===== src/rtl/core/qse_pkg.sv =====
// qse_pkg: shared types for the quicksort engine
// command and status bundles between qse_ctrl and qse_datapath
// no dependencies
`default_nettype none

package qse_pkg;

	localparam int DATA_W = 32;

	typedef struct packed {
		logic load_wr;
		logic push_root;
		logic emit_clr;
		logic st_pop;
		logic take_range;
		logic rd_pivot;
		logic take_pivot;
		logic rd_left;
		logic take_left;
		logic inc_left;
		logic rd_right;
		logic take_right;
		logic dec_right;
		logic wr_left;
		logic wr_right;
		logic push_low;
		logic push_high;
		logic rd_emit;
		logic take_out;
		logic out_clr;
		logic emit_inc;
	} qse_cmd_t;

	typedef struct packed {
		logic load_done;
		logic stack_empty;
		logic range_ok;
		logic left_go;
		logic right_go;
		logic cross_ok;
		logic emit_last;
	} qse_sts_t;

endpackage

`default_nettype wire


===== src/rtl/core/qse_ctrl.sv =====
// qse_ctrl: sequencer for load, partition sort and emit
// drives qse_datapath through qse_pkg::qse_cmd_t, reads qse_pkg::qse_sts_t
// depends on qse_pkg
`default_nettype none

module qse_ctrl (
	input  wire logic              clk,
	input  wire logic              arst_n,
	input  wire logic              in_valid,
	input  wire logic              out_stall,
	input  wire qse_pkg::qse_sts_t sts,
	output qse_pkg::qse_cmd_t      cmd,
	output logic                   in_stall
);

	typedef enum logic [4:0] {
		ST_LOAD,
		ST_INIT,
		ST_POP,
		ST_RANGE,
		ST_PIVOT,
		ST_LRD,
		ST_LCMP,
		ST_RRD,
		ST_RCMP,
		ST_CHECK,
		ST_SWA,
		ST_SWB,
		ST_LOOP,
		ST_PUSHL,
		ST_PUSHH,
		ST_ERD,
		ST_ELD,
		ST_EHOLD
	} state_t;

	state_t state_q;

	assign in_stall = (state_q != ST_LOAD);

	always_comb begin
		cmd = '0;
		case (state_q)
			ST_LOAD:  cmd.load_wr = in_valid;
			ST_INIT: begin
				cmd.push_root = 1'b1;
				cmd.emit_clr  = 1'b1;
			end
			ST_POP:   cmd.st_pop = !sts.stack_empty;
			ST_RANGE: begin
				cmd.take_range = sts.range_ok;
				cmd.rd_pivot   = sts.range_ok;
			end
			ST_PIVOT: cmd.take_pivot = 1'b1;
			ST_LRD:   cmd.rd_left = 1'b1;
			ST_LCMP: begin
				cmd.take_left = 1'b1;
				cmd.inc_left  = sts.left_go;
			end
			ST_RRD:   cmd.rd_right = 1'b1;
			ST_RCMP: begin
				cmd.take_right = 1'b1;
				cmd.dec_right  = sts.right_go;
			end
			ST_SWA:   cmd.wr_left = 1'b1;
			ST_SWB: begin
				cmd.wr_right  = 1'b1;
				cmd.inc_left  = 1'b1;
				cmd.dec_right = 1'b1;
			end
			ST_PUSHL: cmd.push_low = 1'b1;
			ST_PUSHH: cmd.push_high = 1'b1;
			ST_ERD:   cmd.rd_emit = 1'b1;
			ST_ELD:   cmd.take_out = 1'b1;
			ST_EHOLD: begin
				cmd.out_clr  = !out_stall;
				cmd.emit_inc = !out_stall && !sts.emit_last;
			end
			default:  cmd = '0;
		endcase
	end

	always_ff @(posedge clk or negedge arst_n) begin
		if (!arst_n) begin
			state_q <= ST_LOAD;
		end else begin
			case (state_q)
				ST_LOAD: begin
					if (in_valid && sts.load_done) state_q <= ST_INIT;
				end
				ST_INIT:  state_q <= ST_POP;
				ST_POP:   state_q <= sts.stack_empty ? ST_ERD : ST_RANGE;
				ST_RANGE: state_q <= sts.range_ok ? ST_PIVOT : ST_POP;
				ST_PIVOT: state_q <= ST_LRD;
				ST_LRD:   state_q <= ST_LCMP;
				ST_LCMP:  state_q <= sts.left_go ? ST_LRD : ST_RRD;
				ST_RRD:   state_q <= ST_RCMP;
				ST_RCMP:  state_q <= sts.right_go ? ST_RRD : ST_CHECK;
				ST_CHECK: state_q <= sts.cross_ok ? ST_SWA : ST_PUSHL;
				ST_SWA:   state_q <= ST_SWB;
				ST_SWB:   state_q <= ST_LOOP;
				ST_LOOP:  state_q <= sts.cross_ok ? ST_LRD : ST_PUSHL;
				ST_PUSHL: state_q <= ST_PUSHH;
				ST_PUSHH: state_q <= ST_POP;
				ST_ERD:   state_q <= ST_ELD;
				ST_ELD:   state_q <= ST_EHOLD;
				ST_EHOLD: begin
					if (!out_stall) state_q <= sts.emit_last ? ST_LOAD : ST_ERD;
				end
				default:  state_q <= ST_LOAD;
			endcase
		end
	end

endmodule

`default_nettype wire


===== src/rtl/core/qse_datapath.sv =====
// qse_datapath: element store, range stack, partition indices and output register
// acts on qse_pkg::qse_cmd_t from qse_ctrl, returns qse_pkg::qse_sts_t
// depends on qse_pkg
`default_nettype none

module qse_datapath #(
	parameter int ITEMS = 16
) (
	input  wire logic                          clk,
	input  wire logic                          arst_n,
	input  wire qse_pkg::qse_cmd_t             cmd,
	input  wire logic signed [qse_pkg::DATA_W-1:0] value,
	output qse_pkg::qse_sts_t                  sts,
	output logic signed [qse_pkg::DATA_W-1:0]  sorted_value,
	output logic                               last,
	output logic                               out_valid
);

	localparam int IW = $clog2(ITEMS);
	localparam int XW = IW + 2;
	localparam int SW = $clog2(ITEMS + 1);
	localparam logic [IW-1:0] LAST_IDX = IW'(ITEMS - 1);
	localparam logic [SW-1:0] STK_FULL = SW'(ITEMS);

	logic signed [qse_pkg::DATA_W-1:0] mem [ITEMS];
	logic [2*IW-1:0] stk [ITEMS];

	logic signed [qse_pkg::DATA_W-1:0] rd_q;
	logic signed [qse_pkg::DATA_W-1:0] pivot_q;
	logic signed [qse_pkg::DATA_W-1:0] lval_q;
	logic signed [qse_pkg::DATA_W-1:0] rval_q;
	logic signed [qse_pkg::DATA_W-1:0] out_data_q;
	logic [2*IW-1:0] stk_rd_q;
	logic [IW-1:0] cnt_q;
	logic [IW-1:0] ecnt_q;
	logic [SW-1:0] sp_q;
	logic [IW-1:0] lo_q;
	logic [IW-1:0] hi_q;
	logic signed [XW-1:0] li_q;
	logic signed [XW-1:0] ri_q;
	logic last_q;
	logic out_valid_q;

	logic [IW-1:0] stk_lo;
	logic [IW-1:0] stk_hi;
	logic [IW:0] span;
	logic [IW:0] mid;
	logic signed [XW-1:0] lo_ext;
	logic signed [XW-1:0] hi_ext;
	logic [SW-1:0] sp_m1;
	logic rd_en;
	logic [IW-1:0] rd_addr;
	logic wr_en;
	logic [IW-1:0] wr_addr;
	logic signed [qse_pkg::DATA_W-1:0] wr_data;
	logic low_ok;
	logic high_ok;
	logic st_we;
	logic [2*IW-1:0] st_wd;

	assign stk_lo = stk_rd_q[2*IW-1:IW];
	assign stk_hi = stk_rd_q[IW-1:0];
	assign span   = {1'b0, stk_hi} - {1'b0, stk_lo} + (IW+1)'(1);
	assign mid    = {1'b0, stk_lo} + (span >> 1);
	assign lo_ext = $signed({2'b00, lo_q});
	assign hi_ext = $signed({2'b00, hi_q});
	assign sp_m1  = sp_q - SW'(1);
	assign low_ok  = ri_q > lo_ext;
	assign high_ok = li_q < hi_ext;

	always_comb begin
		rd_en   = 1'b1;
		rd_addr = ecnt_q;
		if (cmd.rd_pivot) begin
			rd_addr = mid[IW-1:0];
		end else if (cmd.rd_left) begin
			rd_addr = li_q[IW-1:0];
		end else if (cmd.rd_right) begin
			rd_addr = ri_q[IW-1:0];
		end else if (!cmd.rd_emit) begin
			rd_en = 1'b0;
		end
	end

	always_comb begin
		wr_en   = 1'b1;
		wr_addr = cnt_q;
		wr_data = value;
		if (cmd.wr_left) begin
			wr_addr = li_q[IW-1:0];
			wr_data = rval_q;
		end else if (cmd.wr_right) begin
			wr_addr = ri_q[IW-1:0];
			wr_data = lval_q;
		end else if (!cmd.load_wr) begin
			wr_en = 1'b0;
		end
	end

	always_comb begin
		st_wd = {IW'(0), LAST_IDX};
		if (cmd.push_low) begin
			st_wd = {lo_q, ri_q[IW-1:0]};
		end else if (cmd.push_high) begin
			st_wd = {li_q[IW-1:0], hi_q};
		end
		st_we = (cmd.push_root || (cmd.push_low && low_ok) || (cmd.push_high && high_ok))
			&& (sp_q < STK_FULL);
	end

	always_ff @(posedge clk) begin
		if (wr_en) mem[wr_addr] <= wr_data;
		if (rd_en) rd_q <= mem[rd_addr];
	end

	always_ff @(posedge clk) begin
		if (st_we) stk[sp_q[IW-1:0]] <= st_wd;
		if (cmd.st_pop) stk_rd_q <= stk[sp_m1[IW-1:0]];
	end

	always_ff @(posedge clk) begin
		if (cmd.take_range) begin
			lo_q <= stk_lo;
			hi_q <= stk_hi;
		end
		if (cmd.take_pivot) pivot_q <= rd_q;
		if (cmd.take_left) lval_q <= rd_q;
		if (cmd.take_right) rval_q <= rd_q;
		if (cmd.take_out) begin
			out_data_q <= rd_q;
			last_q     <= (ecnt_q == LAST_IDX);
		end
	end

	always_ff @(posedge clk or negedge arst_n) begin
		if (!arst_n) begin
			cnt_q       <= '0;
			ecnt_q      <= '0;
			sp_q        <= '0;
			li_q        <= '0;
			ri_q        <= '0;
			out_valid_q <= 1'b0;
		end else begin
			if (cmd.load_wr) cnt_q <= (cnt_q == LAST_IDX) ? '0 : cnt_q + IW'(1);
			if (cmd.emit_clr) begin
				ecnt_q <= '0;
			end else if (cmd.emit_inc) begin
				ecnt_q <= ecnt_q + IW'(1);
			end
			if (st_we) begin
				sp_q <= sp_q + SW'(1);
			end else if (cmd.st_pop) begin
				sp_q <= sp_m1;
			end
			if (cmd.take_range) begin
				li_q <= $signed({2'b00, stk_lo});
				ri_q <= $signed({2'b00, stk_hi});
			end else begin
				if (cmd.inc_left) li_q <= li_q + XW'(1);
				if (cmd.dec_right) ri_q <= ri_q - XW'(1);
			end
			if (cmd.take_out) begin
				out_valid_q <= 1'b1;
			end else if (cmd.out_clr) begin
				out_valid_q <= 1'b0;
			end
		end
	end

	always_comb begin
		sts.load_done   = (cnt_q == LAST_IDX);
		sts.stack_empty = (sp_q == '0);
		sts.range_ok    = (stk_lo < stk_hi);
		sts.left_go     = (li_q < hi_ext) && (rd_q < pivot_q);
		sts.right_go    = (ri_q > lo_ext) && (rd_q > pivot_q);
		sts.cross_ok    = (li_q <= ri_q);
		sts.emit_last   = (ecnt_q == LAST_IDX);
	end

	assign sorted_value = out_data_q;
	assign last         = last_q;
	assign out_valid    = out_valid_q;

endmodule

`default_nettype wire


===== src/rtl/core/quicksort_engine_unit.sv =====
// quicksort_engine_unit: loads ITEMS signed values, sorts them, emits them ascending
// top level joining qse_ctrl and qse_datapath
// depends on qse_pkg, qse_ctrl, qse_datapath
//
//  channel  handshake            payload
//  in       in_valid / in_stall  value[31:0] signed
//  out      out_valid / out_stall sorted_value[31:0] signed, last
//
// loading accepts one request per cycle; the last request starts the sort
// the sort runs in place on the element store: a scan step reads an element, then
// compares it with the pivot; a swap writes the left slot, then the right slot
// emitting holds each result in the output register while out_stall is high
// in_stall is high from the last load until the final result is taken
// reset clears the sequencer, counters and out_valid; the store needs no clearing
`default_nettype none

module quicksort_engine_unit #(
	parameter int ITEMS = 16
) (
	input  wire logic                              clk,
	input  wire logic                              arst_n,
	input  wire logic                              in_valid,
	output logic                                   in_stall,
	input  wire logic signed [qse_pkg::DATA_W-1:0] value,
	output logic                                   out_valid,
	input  wire logic                              out_stall,
	output logic signed [qse_pkg::DATA_W-1:0]      sorted_value,
	output logic                                   last
);

	qse_pkg::qse_cmd_t cmd;
	qse_pkg::qse_sts_t sts;

	qse_ctrl u_ctrl (
		.clk       (clk),
		.arst_n    (arst_n),
		.in_valid  (in_valid),
		.out_stall (out_stall),
		.sts       (sts),
		.cmd       (cmd),
		.in_stall  (in_stall)
	);

	qse_datapath #(
		.ITEMS (ITEMS)
	) u_datapath (
		.clk          (clk),
		.arst_n       (arst_n),
		.cmd          (cmd),
		.value        (value),
		.sts          (sts),
		.sorted_value (sorted_value),
		.last         (last),
		.out_valid    (out_valid)
	);

endmodule

`default_nettype wire

===== config.mk =====
export PLATFORM = sky130hd
export DESIGN_NAME = quicksort_engine_unit
export DESIGN_NICKNAME = d
export VERILOG_FILES = /design/src/rtl/core/qse_pkg.sv /design/src/rtl/core/qse_ctrl.sv /design/src/rtl/core/qse_datapath.sv /design/src/rtl/core/quicksort_engine_unit.sv
export SDC_FILE = /design/constraint.sdc
export NUM_CORES = 1
export LEC_CHECK = 0
export ABC_AREA = 0
export BUFFER_PORTS_ARGS = -buffer_cell sky130_fd_sc_hd__buf_2
export CORE_ASPECT_RATIO = 2
export CORE_MARGIN = 2
export CORE_UTILIZATION = 32
export DETAILED_ROUTE_END_ITERATION = 8
export HOLD_SLACK_MARGIN = 0.06
export RECOVER_POWER = 50
export SKIP_LAST_GASP = 1
export SYNTH_ARGS = -nofsm -noshare
export SYNTH_HDL_FRONTEND = slang
export SYNTH_SLANG_ARGS = --single-unit

===== constraint.sdc =====
create_clock -name clk -period 12.4 [get_ports clk]
set_input_delay 3.1 -clock clk [delete_from_list [all_inputs] [get_ports clk]]
set_output_delay 3.1 -clock clk [all_outputs]
set_load 0.01 [all_outputs]

==> summary.md <==
| Metric | Value |
|---|---|
| Result of the run | `finished with violations` |
| Failing checks | `capacitance limit, slew limit` |
| Drt wl/cell | `24.13 um` |
| Max-Cap Viols | `9` |
| CP max FO | `84` |
| Post-cts sizing count | `0` |
| Initial antenna violation count | `2` |
| Non-filler cells in the finished layout | `3990` |
| Final period utilization | `0.6385` |
| Number of remaining DRC errors | `0` |
| CTS buffer count | `74` |
| Sequential cell area fraction in the yosys report | `0.7241` |
| Synth Cell Area | `0.03495 mm^2` |
| Worst-Margin Slew | `3.129 ns` |
| Number of synthesized register bits | `848` |
| Via count | `20980` |
| Dpl cells | `3860` |
| Top cell type by total area after synthesis | `edfxtp_1` |
| Slew Viols, Final | `338` |
| Top cell type's share of synthesized area | `0.7019` |
| Post-synth net total | `2594` |
| CTS tree | `yes` |
| Top FF cell, synth | `edfxtp_1` |
| Final HPWL from detailed placement | `61660 um` |
| Vias in the first global route | `21030` |
| Number of core rows | `171` |
| Placement Cell Area | `0.03702 mm^2` |
| VDD IR max | `0.1306 mV` |
| Vias per cell | `5.257` |
| Initial DRT Pass Iterations | `7` |
| Setup TNS | `0 ns` |
| Worst min path class | `reg -> reg` |
| Die X | `237.7 um` |
| WP data required | `12.89 ns` |
| Iteration-0 DRC Markers | `1704` |
| Largest cells by area after synthesis | `edfxtp_1, nand2_1, nand3_1` |
| Die Y | `471.4 um` |
| Place WS | `6.731 ns` |
| Leak pwr | `0.01359 uW` |
| Post-synth EDFFs | `817` |
| Post-CTS setup buffers | `0` |
| Synthesized netlist cell count | `2489` |
| Die area | `0.1121 mm^2` |
| Area of the core | `0.1085 mm^2` |
| CTS Root Cell | `clkbuf_16` |
| Number of setup violations in the final report | `0` |
| Worst skew pair latency | `0.67 ns` |
| H-tree Lvls | `3` |
| CTS clk-pin slew, worst paths | `0.07 ns` |
| Crit. End Element | `flip-flop` |
| Fraction of layout cells with a size suffix above 1 | `0.1125` |
| Fin crit period | `7.918 ns` |
| GP Congestion | `0.8548` |
| Largest net degree at the start of global routing | `148` |
| Top Ports | `71` |
| PwrDens | `242.2 mW/mm^2` |
| Layout Nets | `2658` |
| Synth unique cells | `80` |
| Asr flop ratio synth | `0.03656` |
| Global-route wire length before repair | `139000 um` |
| Sink Count | `848` |
| GRT Overall Usage | `0.1704` |
| Initial Utilization | `0.3222` |
| Routed Antenna Nets | `0` |
| WS Path Type | `reg -> reg` |
| Grt ovf | `0` |
| CTS Hold Bufs | `0` |
| Relative slew slack | `-1.086` |
| Buffers on Ports | `70` |
| Routed Wire Length | `96270 um` |
| Most common cell in the netlist | `edfxtp_1` |
| Synth Warn # | `0` |
| Final instance area | `0.03924 mm^2` |
| Most common library cells after synthesis | `edfxtp_1, nand2_1, nand3_1` |
| PnR worst setup slack | `4.482 ns` |
| Hold Fails Final Rpt | `0` |
| Avg Cell Area, Syn | `14.04 um^2` |
| Max frequency | `126.3 MHz` |
| CP Launch Type | `flip-flop` |
| Crit path DAT | `8.41 ns` |
| Clock skew | `0.03401 ns` |
| Layout area overhead | `12.25%` |
| RSZ-0062 raised after global routing | `false` |
| Clk buf depth | `3` |
[critical path: stages (launching register included)]
cell	delay [ns]
dfrtp_2	0.34
clkbuf_1	2.18
nand4_1	1.62
clkinv_4	0.72
mux2i_4	0.30
buf_4	0.69
buf_4	0.87
a211oi_1	0.20
a311oi_1	0.32
a21oi_1	0.07
a21oi_1	0.20
[flip-flops by register name, summed over array words and instances, names as in the netlist, 5 cells and up]
name	flops
u_datapath.li_q	6
u_datapath.rval_q	32
u_datapath.ri_q	6
u_datapath.mem	512
u_datapath.stk_rd_q	8
u_datapath.stk	128
u_datapath.sp_q	5
u_ctrl.state_q	5
u_datapath.lval_q	32
u_datapath.sorted_value	32
u_datapath.rd_q	32
u_datapath.pivot_q	32
[cell usage in the layout (no fill, tap or decap), types with 19 or more instances in the layout]
| cell type | netlist | layout |
|---|---|---|
| ha_1 | 66 | 66 |
| nand4_1 | 22 | 23 |
| a221o_1 | 22 | 22 |
| buf_2 | 58 | 69 |
| mux2i_1 | 19 | 19 |
| inv_1 | 68 | 68 |
| clkbuf_16 | 0 | 76 |
| buf_4 | 14 | 27 |
| edfxtp_1 | 817 | 817 |
| a32oi_1 | 29 | 29 |
| o21ai_0 | 40 | 40 |
| nand2_1 | 546 | 546 |
| nand3_1 | 244 | 244 |
| mux4_2 | 40 | 40 |
| dfrtp_1 | 31 | 29 |
| nor2_1 | 54 | 37 |
| clkbuf_1 | 51 | 40 |
| a31oi_1 | 49 | 49 |
| and3_1 | 63 | 63 |
| a21oi_1 | 50 | 50 |
[path summary, 6_finish.rpt]
check	end	slack, ns	cells after the start	from
setup / recovery	u_datapath.rd_q[30]	4.48	10	u_ctrl.state_q[0]
hold / removal	u_datapath.hi_q[1]	0.48	0	u_datapath.stk_rd_q[1]
setup reg to reg	u_datapath.rd_q[30]	4.48	10	u_ctrl.state_q[0]
hold reg to reg	u_datapath.hi_q[1]	0.48	0	u_datapath.stk_rd_q[1]
max in group asynchronous	u_datapath.sp_q[0]	8.21	1	arst_n
min in group asynchronous	u_ctrl.state_q[2]	2.96	1	arst_n
[final cells by class]
type	instances	area (um^2)
antenna	2	5.005
clock buffer	90	1954
clock inverter	37	374.1
fill	10200	69240
inverter	69	264.0
multi-input combinational	1436	8909
sequential	848	25310
tap	1384	1732
timing repair buffer	124	685.7
[cells by family (layout without fill, tap and decap cells)]
| family | count (synthesis) | after routing | synth area share |
|---|---|---|---|
| AOI/OAI and AO/OA | 273 | 273 | 0.05437 |
| xor gates and xnor gates | 13 | 13 | 0.003257 |
| adders and majority gates | 69 | 69 | 0.02534 |
| buffers and inverters | 205 | 320 | 0.02660 |
| DFF | 848 | 848 | 0.7241 |
| muxes | 69 | 69 | 0.03547 |
| other | 0 | 2 | 0 |
| and+or+nand+nor | 1012 | 1012 | 0.1309 |
[per-stage QoR]
| stage | total power [uW] | hold slack [ns] | utilization |
|---|---|---|---|
| final | 9503 | 0.4766 | 0.3617 |
| after global routing | 9938 | 0.4811 | 0.3617 |
| after CTS | 9588 | 0.4650 | 0.3627 |
| after detailed placement | 7290 | 0.4648 | 0.3412 |
| after global placement | 7252 | 0.4593 | 0.3412 |
| after floorplan | 6032 | 0.4507 | - |
[where the power goes]
group / internal, uW / leakage (uW) / switching, uW
Sequential: 3790 / 0.00787 / 352
Clock: 1250 / 0.00115 / 1040
Combinational: 978 / 0.00458 / 2080
Total: 6020 / 0.0136 / 3480
[per-layer routing]
metal	part of all wire	up-vias	routed length, um	track usage
li1	-	9431	-	-
met3	0.041	234	3994	0.02417
met4	0.081	2	7760	0.1240
met1	0.32	10660	31150	0.1635
met5	0.00014	-	13	0
met2	0.55	646	53350	0.3257
No activity file was read; power rests on OpenSTA's default activity.
